### config.mk
export PLATFORM = sky130hd
export DESIGN_NAME = sfla_ctrl
export DESIGN_NICKNAME = d
export VERILOG_FILES = /design/src/rtl/core/sfla_pkg.sv /design/src/rtl/core/sfla_ctrl.sv
export SDC_FILE = /design/constraint.sdc
export NUM_CORES = 1
export LEC_CHECK = 0
export BUFFER_PORTS_ARGS = -buffer_cell sky130_fd_sc_hd__buf_2
export CAP_MARGIN = 25
export CORE_MARGIN = 5
export CORE_UTILIZATION = 41
export CTS_BUF_LIST = sky130_fd_sc_hd__clkbuf_8 sky130_fd_sc_hd__clkbuf_16
export DETAILED_ROUTE_END_ITERATION = 8
export GPL_TIMING_DRIVEN = 0
export SYNTH_ARGS = -nofsm -noshare
export SYNTH_HDL_FRONTEND = slang
export SYNTH_SLANG_ARGS = --single-unit
### constraint.sdc
create_clock -name clk -period 5.75 [get_ports clk]
set_input_delay 0.575 -clock clk [delete_from_list [all_inputs] [get_ports clk]]
set_output_delay 0.575 -clock clk [all_outputs]
set_load 0.005 [all_outputs]
### src/rtl/core/sfla_pkg.sv
// Package for the slab free-list allocator: operation and status codes,
// sizing constants and shared command/status types. No dependencies.
package sfla_pkg;
  localparam int ITEMS_PER_BLOCK_DEF = 10;
  localparam int MAX_BLOCKS_DEF = 16;
  localparam int COUNT_MAX = 15;

  typedef enum logic [1:0] {
    OP_ALLOC = 2'd0,
    OP_FREE = 2'd1,
    OP_SQUEEZE = 2'd2,
    OP_NONE = 2'd3
  } op_t;

  typedef enum logic [1:0] {
    ST_OK = 2'd0,
    ST_EXHAUSTED = 2'd1,
    ST_BAD_FREE = 2'd2,
    ST_RSVD = 2'd3
  } status_t;

  typedef enum logic [3:0] {
    CMD_IDLE,
    CMD_LATCH,
    CMD_SCAN_RD,
    CMD_SCAN_CHK,
    CMD_FIND_IDLE,
    CMD_BUILD,
    CMD_POP_RD,
    CMD_POP_WR,
    CMD_FREE_WR,
    CMD_SQ_CHK,
    CMD_SQ_END,
    CMD_DONE_OK,
    CMD_DONE_EXH,
    CMD_DONE_BAD
  } cmd_t;

  typedef struct packed {
    logic scan_end;
    logic scan_hit;
    logic idle_found;
    logic build_end;
    logic free_bad;
  } dp_status_t;
endpackage

### src/rtl/core/sfla_ctrl.sv
// Sequencer of the slab allocator: handshakes and command issue.
// Uses sfla_pkg; drives sfla_datapath.
module sfla_ctrl (
  input  logic                 clk,
  input  logic                 rst,
  input  logic                 in_valid,
  output logic                 in_ready,
  input  logic [1:0]           in_operation,
  output logic                 out_valid,
  input  logic                 out_ready,
  input  sfla_pkg::dp_status_t sts,
  output sfla_pkg::cmd_t       cmd
);
  import sfla_pkg::*;

  typedef enum logic [3:0] {
    S_IDLE, S_LATCH, S_SCAN_RD, S_SCAN_CHK, S_FIND, S_BUILD, S_POP_RD,
    S_POP_WR, S_FREE, S_SQ, S_SQ_END, S_OK, S_EXH, S_BAD, S_OUT, S_INIT
  } state_t;

  state_t state;
  logic [1:0] op;

  assign in_ready = (state == S_IDLE);

  always_comb begin
    case (state)
      S_LATCH: cmd = CMD_LATCH;
      S_SCAN_RD: cmd = CMD_SCAN_RD;
      S_SCAN_CHK: cmd = CMD_SCAN_CHK;
      S_FIND: cmd = CMD_FIND_IDLE;
      S_BUILD, S_INIT: cmd = CMD_BUILD;
      S_POP_RD: cmd = CMD_POP_RD;
      S_POP_WR: cmd = CMD_POP_WR;
      S_FREE: cmd = CMD_FREE_WR;
      S_SQ: cmd = CMD_SQ_CHK;
      S_SQ_END: cmd = CMD_SQ_END;
      S_OK: cmd = CMD_DONE_OK;
      S_EXH: cmd = CMD_DONE_EXH;
      S_BAD: cmd = CMD_DONE_BAD;
      default: cmd = CMD_IDLE;
    endcase
  end

  always_ff @(posedge clk) begin
    if (rst) begin
      state <= S_INIT;
      op <= OP_ALLOC;
      out_valid <= 1'b0;
    end else begin
      case (state)
        S_INIT: begin
          if (sts.build_end) begin
            state <= S_IDLE;
          end
        end
        S_IDLE: begin
          if (in_valid) begin
            op <= in_operation;
            state <= S_LATCH;
          end
        end
        S_LATCH: begin
          case (op)
            OP_ALLOC: state <= S_SCAN_CHK;
            OP_FREE: state <= S_FREE;
            OP_SQUEEZE: state <= S_SQ;
            default: state <= S_OK;
          endcase
        end
        S_SCAN_CHK: begin
          if (sts.scan_end) begin
            state <= S_FIND;
          end else if (sts.scan_hit) begin
            state <= S_SCAN_RD;
          end
        end
        S_SCAN_RD: state <= S_POP_RD;
        S_FIND: state <= sts.idle_found ? S_BUILD : S_EXH;
        S_BUILD: begin
          if (sts.build_end) begin
            state <= S_POP_RD;
          end
        end
        S_POP_RD: state <= S_POP_WR;
        S_POP_WR: state <= S_OK;
        S_FREE: state <= sts.free_bad ? S_BAD : S_OK;
        S_SQ: begin
          if (sts.scan_end) begin
            state <= S_SQ_END;
          end
        end
        S_SQ_END, S_OK, S_EXH, S_BAD: begin
          out_valid <= 1'b1;
          state <= S_OUT;
        end
        S_OUT: begin
          if (out_ready) begin
            out_valid <= 1'b0;
            state <= S_IDLE;
          end
        end
        default: state <= S_IDLE;
      endcase
    end
  end
endmodule

Word level (Yosys, flattened, before mapping)
Memory sizes are Yosys's and may differ from the RTL's. A register that Yosys moved wholly into a read port is not among the register bits.
Index checks and enable logic that the tools add are counted.
Storage, ports and cells
  logic and storage cells: 49
  output and inout bits: 6
  register bits after elaboration: 7
  memory bits (read-only): 64
  memories: 1
  input bits: 11
Memories
  (no name shown): depth 16, bits a word 4, rd ports 1, clocked after memory_dff 1, write ports 0, line sfla_ctrl.sv:27  | case (state)
Operators by class
  equality and inequality tests: 23
  reduce and logical (&&, ||, !) cells: 7
  multiplexer cells: 15
Operators with widths (number)
  4-bit case mux with 13 select lines: 1
  4-bit two-way mux: 10
  4-bit == test, second input constant: 8
  4-bit by 3-bit == test with 1-bit output, second input constant: 4
  4-bit case mux with 3 select lines: 1
  2-bit inequality test, second input constant: 5
  4-bit by 2-bit == test with 1-bit output, second input constant: 2
  6-bit AND reduction: 1
  4-bit by 1-bit == test with 1-bit output, second input constant: 1
  4-bit zero test: 1
  2-bit AND reduction: 2
  4-bit OR reduction: 1
  3-bit two-way mux: 1
  3-bit inequality test, second input constant: 1
  2-bit by 1-bit == test with 1-bit output, second input constant: 1
  2-bit == test, second input constant: 1
  2-bit zero test: 1
  1-bit case mux with 2 select lines: 1
  2-bit nonzero test: 1
  1-bit two-way mux: 1

Longest topological paths before layout
  depth in word-level cells: 5
  gate-level depth with buffers: 7
  depth with buffers taken out: 7

Least setup slack after synthesis
No wires, ideal clock.
  kind: input port to flip-flop
  start: in sts[3] (netlist bit)
  end: reg, netlist name cmd[3]
  stages: 6
  slack: 3.698 ns
  arrival time: 1.935 ns
  data required time: 5.634 ns
  setup time: 0.116 ns
  buffers on the path: 1
  cells stage by stage: or3b_1 a211oi_2 or3_1 buf_6 mux2_4 o211a_1
Between the ends
  word-level cells in the longest chain between the ends: 4
RTL lines
  start, declared: line sfla_ctrl.sv:11  | input sfla_pkg::dp_status_t sts,
  3-bit inequality test (no line)
  6-bit AND reduction (no line)
  4-bit two-way mux (no line) (2 in a row)
No other way between the ends.
A chain may end at the register's enable or synchronous reset.

Worst setup path after layout
  start: reg state[2]
  end: reg, netlist name cmd[3]
Between the ends
  word-level cells in the longest chain between the ends: 5
  elaborated cells on any way between the ends: 27
  those cells by class: eq/ne (21); mux (3); reduce/logical (3)
RTL lines
  start, declared: line sfla_ctrl.sv:21  | state_t state;
  start signal, assigned: line sfla_ctrl.sv:79  | S_FIND: state <= sts.idle_found ? S_BUILD : S_EXH;
  start signal, assigned: line sfla_ctrl.sv:87  | S_FREE: state <= sts.free_bad ? S_BAD : S_OK;
  4-bit == test, or another cell as far along: line sfla_ctrl.sv:51  | case (state)
  4-bit OR reduction, or another cell as far along: line sfla_ctrl.sv:51
  4-bit case mux with 13 select lines or 6-bit AND reduction (tied branches)
  4-bit two-way mux (no line) (*) (2 in a row)
Mark *: on every way between the ends. The rest lies on a longest branch, timed or not.

==> results.md <==
- Outcome: complete, no violations
- Final hold vios: 0
- Worst VDD drop: 252.8 uV
- Most common cell after layout, fill and taps aside: buf_2
- Worst EP arrival: 2240 ps
- Critical Path, Cell by Cell: inv_1 > nor4_1 > or3_1 > buf_6 > mux2_4 > o211a_1
- Core Area: 0.001727 mm^2
- Min-delay src: op[1]
- DRT Pass-1 Iters: 4
- Fin util: 0.5232
- Final count of negative-setup-slack endpoints: 0
- Synth warn: 0
- Global placement routability congestion: 0.8703
- Setup TNS: 0 ps
- LEAKAGE: 0.4134 nW
- Sequential area share after synthesis: 0.2948
- ANT cells: 0
- Commonest non-fill, non-tap cells in the layout: 19 x buf_2, 11 x dfxtp_1, 9 x nor2_1
- # rows: 15
- Post-synthesis mux area share: 0.04690
- Vias in the first global route: 633
- Antenna violations before repair: 0
- Nets: 122
- Max Slew Vio Count: 0
- CTS tree: done
- Detailed placer's ending HPWL: 1269 um
- WP data required: 5880 ps
- Max Fclk: 0.4729 GHz
- Tot Pwr: 0.0004823 W
- Wirelength per Cell: 12.57 um
- # fillers: 175
- Syn_area_per_cell: 8.488 um^2
- Net Count, Synth: 101
- Post-Route WL: 1672 um
- Reg2Reg Launch Point: state[2]
- PD cells: 533.9 mW/mm^2
- Port bufs: 16
- Top delay family on crit path: simple AND/OR/NAND/NOR gates
- Die Ht: 52.69 um
- First-pass GRT wire length: 2884 um
- Layout cells sized above 1: 0.2870
- Synth-to-layout area growth: 20.94%
- Post-CTS Setup Repair Bufs: 0
- Slowest CP cell: nor4_1
- Largest family of logic cells by synthesized area: compound AO/OA/AOI/OAI gates
- Initial core utilization: 0.4326
- Met3 GRT Util: 0.02849
- GRT Max-Usage Layer: met2
- Die area: 0.002776 mm^2
- XOR/XNOR share of the synthesized area: 0.01173
- Worst Setup Start Kind: flop
- Period utilization: 0.3678
- DR DRC count: 0
- Max-cap violation count: 0
- Initial drt markers: 47
- Count of cell types in the netlist: 39
- Clk pin slew, worst setup/hold paths: 50 ps
- Clock Skews: 5.196 ps
- Antenna-violating nets left: 0
- M1 GR Usage: 0.1898
- Adder-cell area share of the yosys netlist: 0.03350
- Relative slew margins: 0.5469
- Clock period minus worst slack: 2115 ps
- Synth Cell Area: 747.0 um^2
- Clk Latency, worst-skew pair: 240 ps
- Total CTS buffers: 3
- CTS root buffer: clkbuf_8
- Clock Sinks: 11
- CP Class: reg -> reg
- Die width: 52.69 um
- Worst Path Buf+Inv: 2
- Met2 Use GR: 0.2004
- DR vias/cell: 5.293
- Clock Path Buffers: 2
- Mapped Cells: 88
- Crit-path max cell delay: 620 ps
- Largest net degree at the start of global routing: 11
- Synth Area in Simple Gates: 0.2245
- H-tree depth: 1
- Hold WC Path Type: reg -> reg
- Crit path from: state[2]
- Worst-margin pin slew: 673.5 ps
- RSZ-0062 raised after global routing: false
- CTS Hold Bufs: 0
- Via count: 704
- Ports: 17
- CP max FO: 6
- Gr usage total: 0.1392
- Synth Register Bits: 11
- Setup crit end kind: flop
- GRT overflow: 0
- Post-synthesis compound-gate area fraction: 0.2831
- Post-CTS sizing: 0
-- worst paths after layout --
check / end / slack [ps] / cells past startpoint
min reg2reg: op[1] / 510 / 2
max: cmd[3] / 3640 / 6
min: op[1] / 510 / 2
max reg2reg: cmd[3] / 3640 / 6
-- report_power, final --
group / total (W) / leakage [nW] / internal (W) / switching, W
logic: 0.000285 / 0.295 / 0.000130 / 0.000155
registers: 0.000123 / 0.0914 / 0.000108 / 0.0000154
clock network: 0.0000744 / 0.0269 / 0.0000467 / 0.0000277
total: 0.000482 / 0.413 / 0.000285 / 0.000198
-- registers in the layout, summed over array words and instances, names as in the netlist --
signal / cells
op: 2
cmd: 4
out_valid: 1
state: 4
-- worst reg2reg max path: cells and delay by family, from the launching register on --
kind	cells	cell delay, ps
AO/OA/AOI/OAI	1	210
buffers and inverters	2	210
AND/OR/NAND/NOR	2	840
flip-flops	1	430
multiplexers	1	320
-- metal layers --
layer / routed length, um / vias to the layer above / share of wire
li1: - / 357 / -
met1: 809 / 319 / 0.48
met2: 713 / 24 / 0.43
met3: 120 / 4 / 0.072
met4: 28 / 0 / 0.017
met5: 0 / - / 0
-- cell usage after synthesis, drive strengths merged --
cell type  instances  area, um^2
dfxtp             11       220.2
nor2               9       33.78
a21oi              7       46.30
inv                7       26.28
buf                6       48.79
nand2              5       18.77
or3                4       25.02
a211oi             3       27.52
nand2b             3       18.77
o31ai              3       22.52
ha                 2       25.02
mux2i              2       20.02
nor4               2       12.51
o21ai              2       10.01
o311ai             2       17.52
o31a               2       26.28
a2111oi            1       8.760
a21boi             1       7.510
a21o               1       7.510
a221oi             1       8.760
a22oi              1       12.51
a31oi              1       6.260
and3               1       6.260
clkbuf             1       3.750
mux2               1       15.01
nand3              1       5.000
nand4b             1       8.760
nor3               1       5.000
nor3b              1       7.510
o211a              1       10.01
or2                1       6.260
or3b               1       8.760
or4                1       11.26
xor2               1       8.760
-- cells by family (layout without fill, tap and decap cells) --
| logic type | after synthesis | in the layout |
|---|---|---|
| and+or+nand+nor | 31 | 31 |
| buffers and inverters | 14 | 34 |
| adders and majority gates | 2 | 2 |
| DFF | 11 | 11 |
| AOI/OAI and AO/OA | 26 | 26 |
| muxes | 3 | 3 |
| xor gates and xnor gates | 1 | 1 |
-- through the flow --
| stage | hold WS [ps] | cells | instance area [um^2] | setup slack [ps] |
|---|---|---|---|---|
| finish | 507.0 | 133 | 903.4 | 3635 |
| global placement | 485.3 | 129 | 858.3 | 3464 |
| CTS | 508.3 | 133 | 903.4 | 3652 |
| floorplan | 463.4 | 88 | 747.0 | 3698 |
| detailed placement | 495.6 | 129 | 858.3 | 3503 |
| global route | 537.3 | 133 | 903.4 | 3524 |
-- layout make-up --
type / count / area (um^2) / share of cell area
buffer: 7 / 52.55 / 0.05817
clock buffer: 3 / 41.29 / 0.04571
clock inverter: 1 / 3.754 / 0.004155
inverter: 7 / 26.28 / 0.02909
multi-input combinational: 63 / 447.9 / 0.4958
sequential: 11 / 220.2 / 0.2438
tap: 25 / 31.28 / 0.03463
timing repair buffer: 16 / 80.08 / 0.08864
Note: power is estimated with default switching activity, not from simulation.
