## src/rtl/core/sfla_pkg.sv

```systemverilog
// Package for the slab free-list allocator: operation and status codes,
// sizing constants and shared command/status types. No dependencies.
package sfla_pkg;
  localparam int ITEMS_PER_BLOCK_DEF = 10;
  localparam int MAX_BLOCKS_DEF = 16;
  localparam int COUNT_MAX = 15;

  typedef enum logic [1:0] {
    OP_ALLOC = 2'd0,
    OP_FREE = 2'd1,
    OP_SQUEEZE = 2'd2,
    OP_NONE = 2'd3
  } op_t;

  typedef enum logic [1:0] {
    ST_OK = 2'd0,
    ST_EXHAUSTED = 2'd1,
    ST_BAD_FREE = 2'd2,
    ST_RSVD = 2'd3
  } status_t;

  typedef enum logic [3:0] {
    CMD_IDLE,
    CMD_LATCH,
    CMD_SCAN_RD,
    CMD_SCAN_CHK,
    CMD_FIND_IDLE,
    CMD_BUILD,
    CMD_POP_RD,
    CMD_POP_WR,
    CMD_FREE_WR,
    CMD_SQ_CHK,
    CMD_SQ_END,
    CMD_DONE_OK,
    CMD_DONE_EXH,
    CMD_DONE_BAD
  } cmd_t;

  typedef struct packed {
    logic scan_end;
    logic scan_hit;
    logic idle_found;
    logic build_end;
    logic free_bad;
  } dp_status_t;
endpackage

```

## src/rtl/core/sfla_ram.sv

```systemverilog
// Generic single-write, single-read RAM with registered read data.
// No dependencies.
module sfla_ram #(
  parameter int WIDTH = 4,
  parameter int DEPTH = 16
) (
  input  logic                     clk,
  input  logic                     we,
  input  logic [$clog2(DEPTH)-1:0] waddr,
  input  logic [WIDTH-1:0]         wdata,
  input  logic [$clog2(DEPTH)-1:0] raddr,
  output logic [WIDTH-1:0]         rdata
);
  logic [WIDTH-1:0] mem [DEPTH];

  always_ff @(posedge clk) begin
    if (we) begin
      mem[waddr] <= wdata;
    end
    rdata <= mem[raddr];
  end
endmodule

```

## src/rtl/core/sfla_datapath.sv

```systemverilog
// Datapath of the slab allocator: block tables, item link RAM, scan pointer
// and result registers. Uses sfla_pkg and sfla_ram; driven by sfla_ctrl.
module sfla_datapath #(
  parameter int ITEMS_PER_BLOCK = sfla_pkg::ITEMS_PER_BLOCK_DEF,
  parameter int MAX_BLOCKS = sfla_pkg::MAX_BLOCKS_DEF
) (
  input  logic                  clk,
  input  logic                  rst,
  input  sfla_pkg::cmd_t        cmd,
  input  logic [1:0]            in_operation,
  input  logic [7:0]            in_item_handle,
  output sfla_pkg::dp_status_t  sts,
  output logic [7:0]            given_handle,
  output logic [1:0]            status,
  output logic [3:0]            blocks_released
);
  import sfla_pkg::*;

  localparam int TOTAL = MAX_BLOCKS * ITEMS_PER_BLOCK;
  localparam int SW = (MAX_BLOCKS > 1) ? $clog2(MAX_BLOCKS) : 1;
  localparam int KW = $clog2(MAX_BLOCKS + 1);
  localparam int AW = $clog2(TOTAL);
  localparam int HW = 14;

  logic [3:0]    list_head [MAX_BLOCKS];
  logic [3:0]    free_count [MAX_BLOCKS];
  logic [MAX_BLOCKS-1:0] slot_active;
  logic [SW-1:0] block_order [MAX_BLOCKS];
  logic [KW-1:0] active_blocks;
  logic [KW-1:0] k;
  logic [KW-1:0] kept;
  logic [SW-1:0] slot;
  logic [3:0]    idx;
  logic [3:0]    rel;
  logic [7:0]    handle;
  logic [3:0]    bi;
  logic          bad;

  logic          ram_we;
  logic [AW-1:0] ram_waddr;
  logic [3:0]    ram_wdata;
  logic [AW-1:0] ram_raddr;
  logic [3:0]    ram_rdata;
  logic [AW-1:0] base;
  logic [HW-1:0] prod;
  logic [SW-1:0] h_slot;
  logic [3:0]    h_idx;
  logic [SW-1:0] cur_slot;
  logic [SW-1:0] lowest_idle;
  logic          idle_any;
  logic [3:0]    pop_idx;

  // handle / ITEMS_PER_BLOCK by reciprocal multiply with one correction
  localparam int RECIP = (1 << HW) / ITEMS_PER_BLOCK + 1;
  logic [HW+8-1:0] q_full;
  logic [7:0]      q0;
  logic [8:0]      r0;
  always_comb begin
    q_full = {{HW{1'b0}}, in_item_handle} * (HW + 8)'(RECIP);
    q0 = 8'(q_full >> HW);
    r0 = 9'(in_item_handle) - 9'(q0 * 8'(ITEMS_PER_BLOCK));
    if (r0[8]) begin
      q0 = q0 - 8'd1;
      r0 = r0 + 9'(ITEMS_PER_BLOCK);
    end else if (r0 >= 9'(ITEMS_PER_BLOCK)) begin
      q0 = q0 + 8'd1;
      r0 = r0 - 9'(ITEMS_PER_BLOCK);
    end
    h_slot = SW'(q0);
    h_idx = 4'(r0);
  end

  assign cur_slot = block_order[k[SW-1:0]];
  assign prod = HW'(slot) * HW'(ITEMS_PER_BLOCK);
  assign base = AW'(prod);
  assign pop_idx = (list_head[slot] >= 4'(ITEMS_PER_BLOCK)) ?
                   list_head[slot] - 4'(ITEMS_PER_BLOCK) : list_head[slot];

  always_comb begin
    lowest_idle = '0;
    idle_any = 1'b0;
    for (int i = MAX_BLOCKS - 1; i >= 0; i--) begin
      if (!slot_active[i]) begin
        lowest_idle = SW'(i);
        idle_any = 1'b1;
      end
    end
  end

  always_comb begin
    ram_we = 1'b0;
    ram_waddr = base + AW'(bi);
    ram_wdata = 4'(bi + 4'd1);
    ram_raddr = base + AW'(pop_idx);
    case (cmd)
      CMD_BUILD: ram_we = 1'b1;
      CMD_FREE_WR: begin
        ram_we = !bad;
        ram_waddr = base + AW'(idx);
        ram_wdata = list_head[slot];
      end
      default: ;
    endcase
  end

  sfla_ram #(.WIDTH(4), .DEPTH(TOTAL)) u_link (
    .clk(clk), .we(ram_we), .waddr(ram_waddr), .wdata(ram_wdata),
    .raddr(ram_raddr), .rdata(ram_rdata)
  );

  always_comb begin
    sts.scan_end = (k >= active_blocks) || (k >= KW'(MAX_BLOCKS));
    sts.scan_hit = free_count[cur_slot] != 4'd0;
    sts.idle_found = idle_any && (active_blocks < KW'(MAX_BLOCKS));
    sts.build_end = bi == 4'(ITEMS_PER_BLOCK - 1);
    sts.free_bad = bad;
  end

  always_ff @(posedge clk) begin
    if (rst) begin
      for (int i = 0; i < MAX_BLOCKS; i++) begin
        list_head[i] <= '0;
        free_count[i] <= '0;
        block_order[i] <= '0;
      end
      slot_active <= '0;
      active_blocks <= '0;
      k <= '0;
      kept <= '0;
      slot <= '0;
      idx <= '0;
      rel <= '0;
      handle <= '0;
      bi <= '0;
      bad <= 1'b0;
      given_handle <= '0;
      status <= '0;
      blocks_released <= '0;
    end else begin
      case (cmd)
        CMD_LATCH: begin
          k <= '0;
          kept <= KW'(1);
          rel <= '0;
          bi <= '0;
          slot <= h_slot;
          idx <= h_idx;
          bad <= (in_item_handle >= 8'(TOTAL)) || !slot_active[h_slot];
          if (in_operation == OP_SQUEEZE) begin
            k <= KW'(1);
          end
        end
        CMD_SCAN_RD: slot <= cur_slot;
        CMD_SCAN_CHK: begin
          if (sts.scan_end || !sts.scan_hit) begin
            k <= k + KW'(1);
          end
        end
        CMD_FIND_IDLE: slot <= lowest_idle;
        CMD_BUILD: begin
          bi <= bi + 4'd1;
          if (sts.build_end) begin
            list_head[slot] <= '0;
            free_count[slot] <= 4'(ITEMS_PER_BLOCK);
            slot_active[slot] <= 1'b1;
            block_order[active_blocks[SW-1:0]] <= slot;
            active_blocks <= active_blocks + KW'(1);
          end
        end
        CMD_POP_RD: ;
        CMD_POP_WR: begin
          handle <= 8'(base + AW'(pop_idx));
          list_head[slot] <= ram_rdata;
          free_count[slot] <= free_count[slot] - 4'd1;
        end
        CMD_FREE_WR: begin
          if (!bad) begin
            list_head[slot] <= idx;
            if (free_count[slot] < 4'(COUNT_MAX)) begin
              free_count[slot] <= free_count[slot] + 4'd1;
            end
          end
        end
        CMD_SQ_CHK: begin
          if (!sts.scan_end) begin
            k <= k + KW'(1);
            if (cur_slot != '0 && free_count[cur_slot] == 4'(ITEMS_PER_BLOCK)) begin
              slot_active[cur_slot] <= 1'b0;
              free_count[cur_slot] <= '0;
              list_head[cur_slot] <= '0;
              rel <= rel + 4'd1;
            end else begin
              block_order[kept[SW-1:0]] <= cur_slot;
              kept <= kept + KW'(1);
            end
          end
        end
        CMD_SQ_END: begin
          for (int i = 0; i < MAX_BLOCKS; i++) begin
            if (KW'(i) >= kept) begin
              block_order[i] <= '0;
            end
          end
          active_blocks <= kept;
          given_handle <= '0;
          status <= ST_OK;
          blocks_released <= rel;
        end
        CMD_DONE_OK: begin
          given_handle <= (in_operation == OP_ALLOC) ? handle : 8'd0;
          status <= ST_OK;
          blocks_released <= '0;
        end
        CMD_DONE_EXH: begin
          given_handle <= '0;
          status <= ST_EXHAUSTED;
          blocks_released <= '0;
        end
        CMD_DONE_BAD: begin
          given_handle <= '0;
          status <= ST_BAD_FREE;
          blocks_released <= '0;
        end
        default: ;
      endcase
    end
  end
endmodule

```

## config.mk

```make
export PLATFORM = sky130hd
export DESIGN_NAME = sfla_datapath
export DESIGN_NICKNAME = d
export VERILOG_FILES = /design/src/rtl/core/sfla_pkg.sv /design/src/rtl/core/sfla_ram.sv /design/src/rtl/core/sfla_datapath.sv
export SDC_FILE = /design/constraint.sdc
export NUM_CORES = 2
export LEC_CHECK = 0
export ABC_CLOCK_PERIOD_IN_PS = 14600
export BUFFER_PORTS_ARGS = -buffer_cell sky130_fd_sc_hd__buf_4
export CAP_MARGIN = 40
export CORE_MARGIN = 1
export CORE_UTILIZATION = 50
export CTS_CLUSTER_DIAMETER = 40
export DETAILED_ROUTE_END_ITERATION = 10
export PLACE_DENSITY = 0.65
export SYNTH_ARGS = -nofsm -noshare
export SYNTH_HDL_FRONTEND = slang
export SYNTH_SLANG_ARGS = --single-unit
```

## constraint.sdc

```tcl
create_clock -name clk -period 14.6 [get_ports clk]
set_input_delay 0 -clock clk [delete_from_list [all_inputs] [get_ports clk]]
set_output_delay 0 -clock clk [all_outputs]
set_load 0.02 [all_outputs]
```

# Word-level counts from Yosys, hierarchy flattened
# Memories as Yosys holds them, arrays and structs flattened. A register that Yosys moved wholly into a read port is not among the register bits.
# Cells that the tools add are included.
# totals
out_inout_bits	19
ram_bits	832
memories	4
register_bits	70
wordCells	349
input_bits	16
# mem_list
memory	depth	word_bits	read_ports	rd_ports_with_merged_regs	write_ports	line	source
u_link.mem	160	4	1	1	1	sfla_ram.sv:14	logic [WIDTH-1:0] mem [DEPTH];
block_order	16	4	1	1	16	sfla_datapath.sv:28	logic [SW-1:0] block_order [MAX_BLOCKS];
free_count	16	4	2	1	16	sfla_datapath.sv:26	logic [3:0] free_count [MAX_BLOCKS];
list_head	16	4	1	1	16	sfla_datapath.sv:25	logic [3:0] list_head [MAX_BLOCKS];
# classes
mul	3
n_reduce_logical	36
n_eq_ne	20
n_mux	206
addsub	16
n_bitwise	23
n_lt_le_gt_ge	28
# op_table
cell	count
$mux W4	62
$mux W1	120
$mux W16	3
$ge A4 B5 Y1 const A	8
$eq A4 B4 Y1 const B	8
$pmux W16 S2	1
$mux W5	5
$add A8 B4 Y8	3
$pmux W4 S2	3
$reduce_or A4 Y1	6
$ge A3 B5 Y1 const A	4
$or A1 B1 Y1	20
$pmux W5 S2	2
$mul A8 B11 Y19 const B	1
$add A4 B1 Y4 const B	4
$and A16 B16 Y16	1
$mux W8	2
$not A16 Y16	1
$or A16 B16 Y16	1
$pmux W8 S2	1
$add A5 B1 Y5 const B	3
$lt A4 B5 Y1 const B	3
$pmux W5 S3	1
$eq A4 B3 Y1 const B	3
37 further kinds	66

# Logic depth before layout (Yosys ltp)
# logic_depth
depth_word	19
mapped_depth	35
mapped_depth_nobuf	35

# Cells and area by module
# From an unflattened synthesis, not the netlist that was laid out.
# hier_totals
hier_cells	3113
area_unflattened_um2	42864.9
# by_module_without_submodules
module	area_per_inst_um2	seq_area_each_um2	cells_per_inst	n_inst
sfla_ram	26544.2	19298.5	1495	1
sfla_datapath	16320.7	7327.0	1618	1

# Worst setup path before layout
# No wires, ideal clock.
# synth_timing
path_type	in2reg
from	input port cmd[2]
to	memory u_link.mem[0][3], data pin
required_ns	13.156
n_path_buf	2
setup_time_ns	1.444
setup_slack_ns	6.129
arrival_time_ns	7.027
cell_stages	5
path_cell_list	clkbuf_1 > nand2b_1 > nor3_1 > clkbuf_1 > o21ai_0
# synth_between
elab_chain_cells	2
# synth_rtl
element	line	source
from (decl)	sfla_datapath.sv:9	input sfla_pkg::cmd_t cmd,
$eq A4 B4 Y1	sfla_datapath.sv:95	case (cmd)
$mux W4	sfla_datapath.sv:95	
named net ram_wdata[3]	sfla_datapath.sv:41	logic [3:0] ram_wdata;
to (decl)	sfla_ram.sv:14	
# The timed path passes the listed nets, and every way through them passes these cells.

# Final worst setup path
# layout_timing
from	input port in_item_handle[5]
to	register bad
# layout_between
elab_chain_cells	10
word_cells_on_any_way	13
classes_between	add/sub: 3; mul: 2; order compare: 2; mux: 4; reduce/logical: 2
# layout_rtl
element	line	source
from (decl)	sfla_datapath.sv:11	input logic [7:0] in_item_handle,
$mul A8 B11 Y19	sfla_datapath.sv:59	q_full = {{HW{1'b0}}, in_item_handle} * (HW + 8)'(RECIP);
$mul A5 B3 Y8	sfla_datapath.sv:61	r0 = 9'(in_item_handle) - 9'(q0 * 8'(ITEMS_PER_BLOCK));
$sub A8 B9 Y9	sfla_datapath.sv:61	
$ge A9 B4 Y1	sfla_datapath.sv:65	end else if (r0 >= 9'(ITEMS_PER_BLOCK)) begin
$mux W4	sfla_datapath.sv:65	
$mux W4	sfla_datapath.sv:62	if (r0[8]) begin
$bmux W1 S4	sfla_datapath.sv:148	bad <= (in_item_handle >= 8'(TOTAL)) || !slot_active[h_slot];
$mux W1 (implied by the code)	sfla_datapath.sv:148	
$logic_not A1 Y1	sfla_datapath.sv:148	
$logic_or A1 B1 Y1 (*)	sfla_datapath.sv:148	
to (signal assigned)	sfla_datapath.sv:148	
to (decl)	sfla_datapath.sv:37	logic bad;
# Mark *: on every way between the ends. The rest lies on a longest branch, timed or not. The select of a mux whose other input is x is not followed.
# A chain may end at the register's enable or synchronous reset.

==> flow_metrics.tcl <==
set metrics [dict create \
    status "complete, no violations" \
    slew_headroom_pct 37.17 \
    start_util_pct 50.62 \
    place_congestion 0.9007 \
    area_growth_pct 14.25 \
    cts_buffers 110 \
    setup-violations-final 0 \
    max_freq_ghz 0.1122 \
    r2r_end "u_link.rdata[0]" \
    core_area_mm2 0.08211 \
    drc 0 \
    cts_tree "done" \
    finalSetupTns_ns 0 \
    end_kind "flip-flop" \
    cp_slowest_cell "o31ai_1" \
    ir_drop_uv 113.3 \
    first_pass_iters 6 \
    grt_pass1_vias 25730 \
    synth_common_cells "edfxtp_1 (832), nor2_1 (490), nand2_1 (189)" \
    synth_ff_type "edfxtp_1" \
    synth.most_common_cell "edfxtp_1" \
    fill_cells 6240 \
    synth-seq-cells 914 \
    first_iter_violations 2471 \
    place_hpwl_um 69340 \
    min_period_ns 8.914 \
    r2r_cells 16 \
    seq_area_frac_synth_pct 64.06 \
    drv_slew 0 \
    required_ns 15.13 \
    critPathKind "in2reg" \
    cts_num_sinks 914 \
    synth_warnings 0 \
    startpoint_type "primary input" \
    die_area_mm2 0.08428 \
    fin_util_pct 57.83 \
    synthesis.nets 3075 \
    synth_async_sr_flop_share_pct 0 \
    clk-insertion-delay-late_ns 0.69 \
    postSynthCellCount 2945 \
    hp-class "in2reg" \
    vias 25582 \
    endpoint "bad" \
    synth.top_cell.area_share_pct 60.11 \
    die_x_um 290.3 \
    grt_max_degree 161 \
    ctsResizeCount 0 \
    top_layer "met4" \
    p_per_area_mw_per_mm2 165.7 \
    antenna_left 0 \
    worst_slew_pin_slew_ns 0.9424 \
    viasPerCell 6.114 \
    grt_use_total_pct 24.67 \
    clockRootBuffer "clkbuf_16" \
    leakage_nw 16.09 \
    met2WireLength_um 50360 \
    rsz0062_at_grt "no" \
    crit_fanout 7 \
    clk_pin_slew_ns 0.06 \
    reg2reg_slack_ns 7.90 \
    wirelength_um 103400 \
    wl_met1_um 43340 \
    synth_area_mm2 0.04156 \
    synth_top_cell_by_area "edfxtp_1" \
    rows 105 \
    die_h_um 290.3 \
    wl_met3_um 7424 \
    htreeDepth 3 \
    cp-startpoint "in_item_handle[5]" \
    n_antenna_cell 0 \
    cp.arrival_ns 9.45 \
    io_pins 35 \
    finClkSkew_ns 0.04841 \
    netlist-cell-type-count 73 \
    finalCritPeriodShare_pct 61.06 \
    slowest_delay_ns 0.73 \
    ctsLongestPathBuffers 3 \
    antenna_found_initial 1 \
    hold_viol 0 \
    drv_cap 0 \
    numPortBuffers 34 \
    nets 3147 \
    drive_gt1_share_pct 16.02 \
    grt_pass1_wl_um 158500 \
    wl_per_cell_um 24.71 \
    synth.area.top_cells "edfxtp_1 (60%), mux4_2 (9.3%), nor2_1 (4.4%), dfxtp_1 (3.9%), mux2i_1 (3.9%)" \
    syn_avg_cell_area_um2 14.11 \
    grt_overflow 0 \
    synth_enable_flop_cells 832 \
]
-- metrics by stage --
| step | power (mW) | setup slack [ns] | std cells | hold slack, ns | cell area, um^2 |
|---|---|---|---|---|---|
| after global placement | 4.927 | 6.002 | 3934 | 0.3803 | 42880 |
| after floorplan | 4.440 | 6.129 | 2945 | 0.1360 | 41560 |
| after global routing | 8.173 | 5.116 | 4184 | 0.1917 | 47480 |
| final | 7.867 | 5.686 | 4184 | 0.1784 | 47480 |
| after CTS | 7.884 | 5.744 | 4184 | 0.1374 | 47480 |
| after detailed placement | 5.012 | 6.162 | 3961 | 0.3876 | 43370 |
-- final cells by class --
type	instances	area (um^2)	area share (%)
clock buffer	119	2808	5.913
clock inverter	90	1166	2.456
inverter	94	352.8	0.7431
multi-input combinational	1792	14060	29.62
sequential	914	26630	56.08
tap	1070	1339	2.819
timing repair buffer	105	1126	2.372
-- power breakdown --
part | internal (mW) | total, mW | switching (mW)
clock network | 1.71 | 2.89 | 1.18
registers | 2.88 | 2.91 | 0.0252
logic | 0.804 | 2.07 | 1.27
-- flip-flops by register name (all words and copies together), names as in the netlist, named ones only --
| name | cells |
|---|---|
| u_link.rdata | 4 |
| block_order | 64 |
| list_head | 64 |
| blocks_released | 4 |
| bi | 4 |
| given_handle | 8 |
| rel | 4 |
| bad | 1 |
| status | 2 |
| k | 5 |
| kept | 5 |
| slot_active | 16 |
| active_blocks | 5 |
| free_count | 64 |
| slot | 4 |
| u_link.mem | 640 |
| handle | 8 |
| idx | 4 |
-- critical path: cells and delay by family --
family | cells | cell delay (ns)
buffers and inverters | 8 | 1.57
xor gates and xnor gates | 2 | 0.37
adders and majority gates | 9 | 3.50
and+or+nand+nor | 7 | 1.07
muxes | 1 | 0.26
AOI/OAI and AO/OA | 9 | 2.64
-- repair_timing --
action,in CTS,in global routing
hold buffers,14,0
buffers inserted,0,0
hold endpoints to repair,55,0
-- per-layer routing --
metal / up-vias / GRT usage [%]
li1: 11407 / -
met5: - / 0
met3: 165 / 3.571
met4: 0 / 6.876
met2: 1079 / 40.46
met1: 12931 / 34.51
-- cells in the final DEF (no fill, tap or decap), types with 15 or more instances in the layout --
master     netlist  routed
edfxtp_1       832     832
nor2_1         490     490
nand2_1        189     189
mux4_2         171     170
mux2i_1        161     161
a21oi_1        132     131
clkbuf_16        0     111
inv_1           92      92
ha_1            91      90
dfxtp_1         82      81
buf_4            8      68
o221ai_1        66      66
o21ai_0         65      62
nor3_1          52      51
o22ai_1         40      40
nand3_1         38      38
nor2b_1         29      29
xor2_1          23      22
nand2b_1        23      22
fa_1            23      22
xnor2_1         20      19
a211oi_1        17      17
a22oi_1         16      16
inv_6            0      16
bufinv_16        0      15
-- cells by family (layout without fill, tap and decap cells) --
kind of cell	Yosys count	after routing	synth area share, %
buffers and inverters	239	408	2.336
flip-flops	914	914	64.06
AO/OA/AOI/OAI	403	403	6.238
XOR/XNOR	43	43	0.9062
adder cells (fa/ha/maj)	114	114	3.847
multiplexers	341	341	13.45
AND/OR/NAND/NOR	891	891	9.155
-- worst min path at each step --
| stage | startpoint | endpoint | slack, ns | depth (start not counted) |
|---|---|---|---|---|
| after floorplan | in_item_handle[0] | idx[0] | 0.14 | 2 |
| after global placement | in_item_handle[0] | idx[0] | 0.38 | 3 |
| after detailed placement | in_item_handle[0] | idx[0] | 0.39 | 3 |
| after CTS | in_item_handle[3] | idx[3] | 0.14 | 6 |
| after global routing | in_item_handle[3] | idx[3] | 0.19 | 6 |
| final | in_item_handle[3] | idx[3] | 0.18 | 6 |
Note: power is estimated with default switching activity, not from simulation.
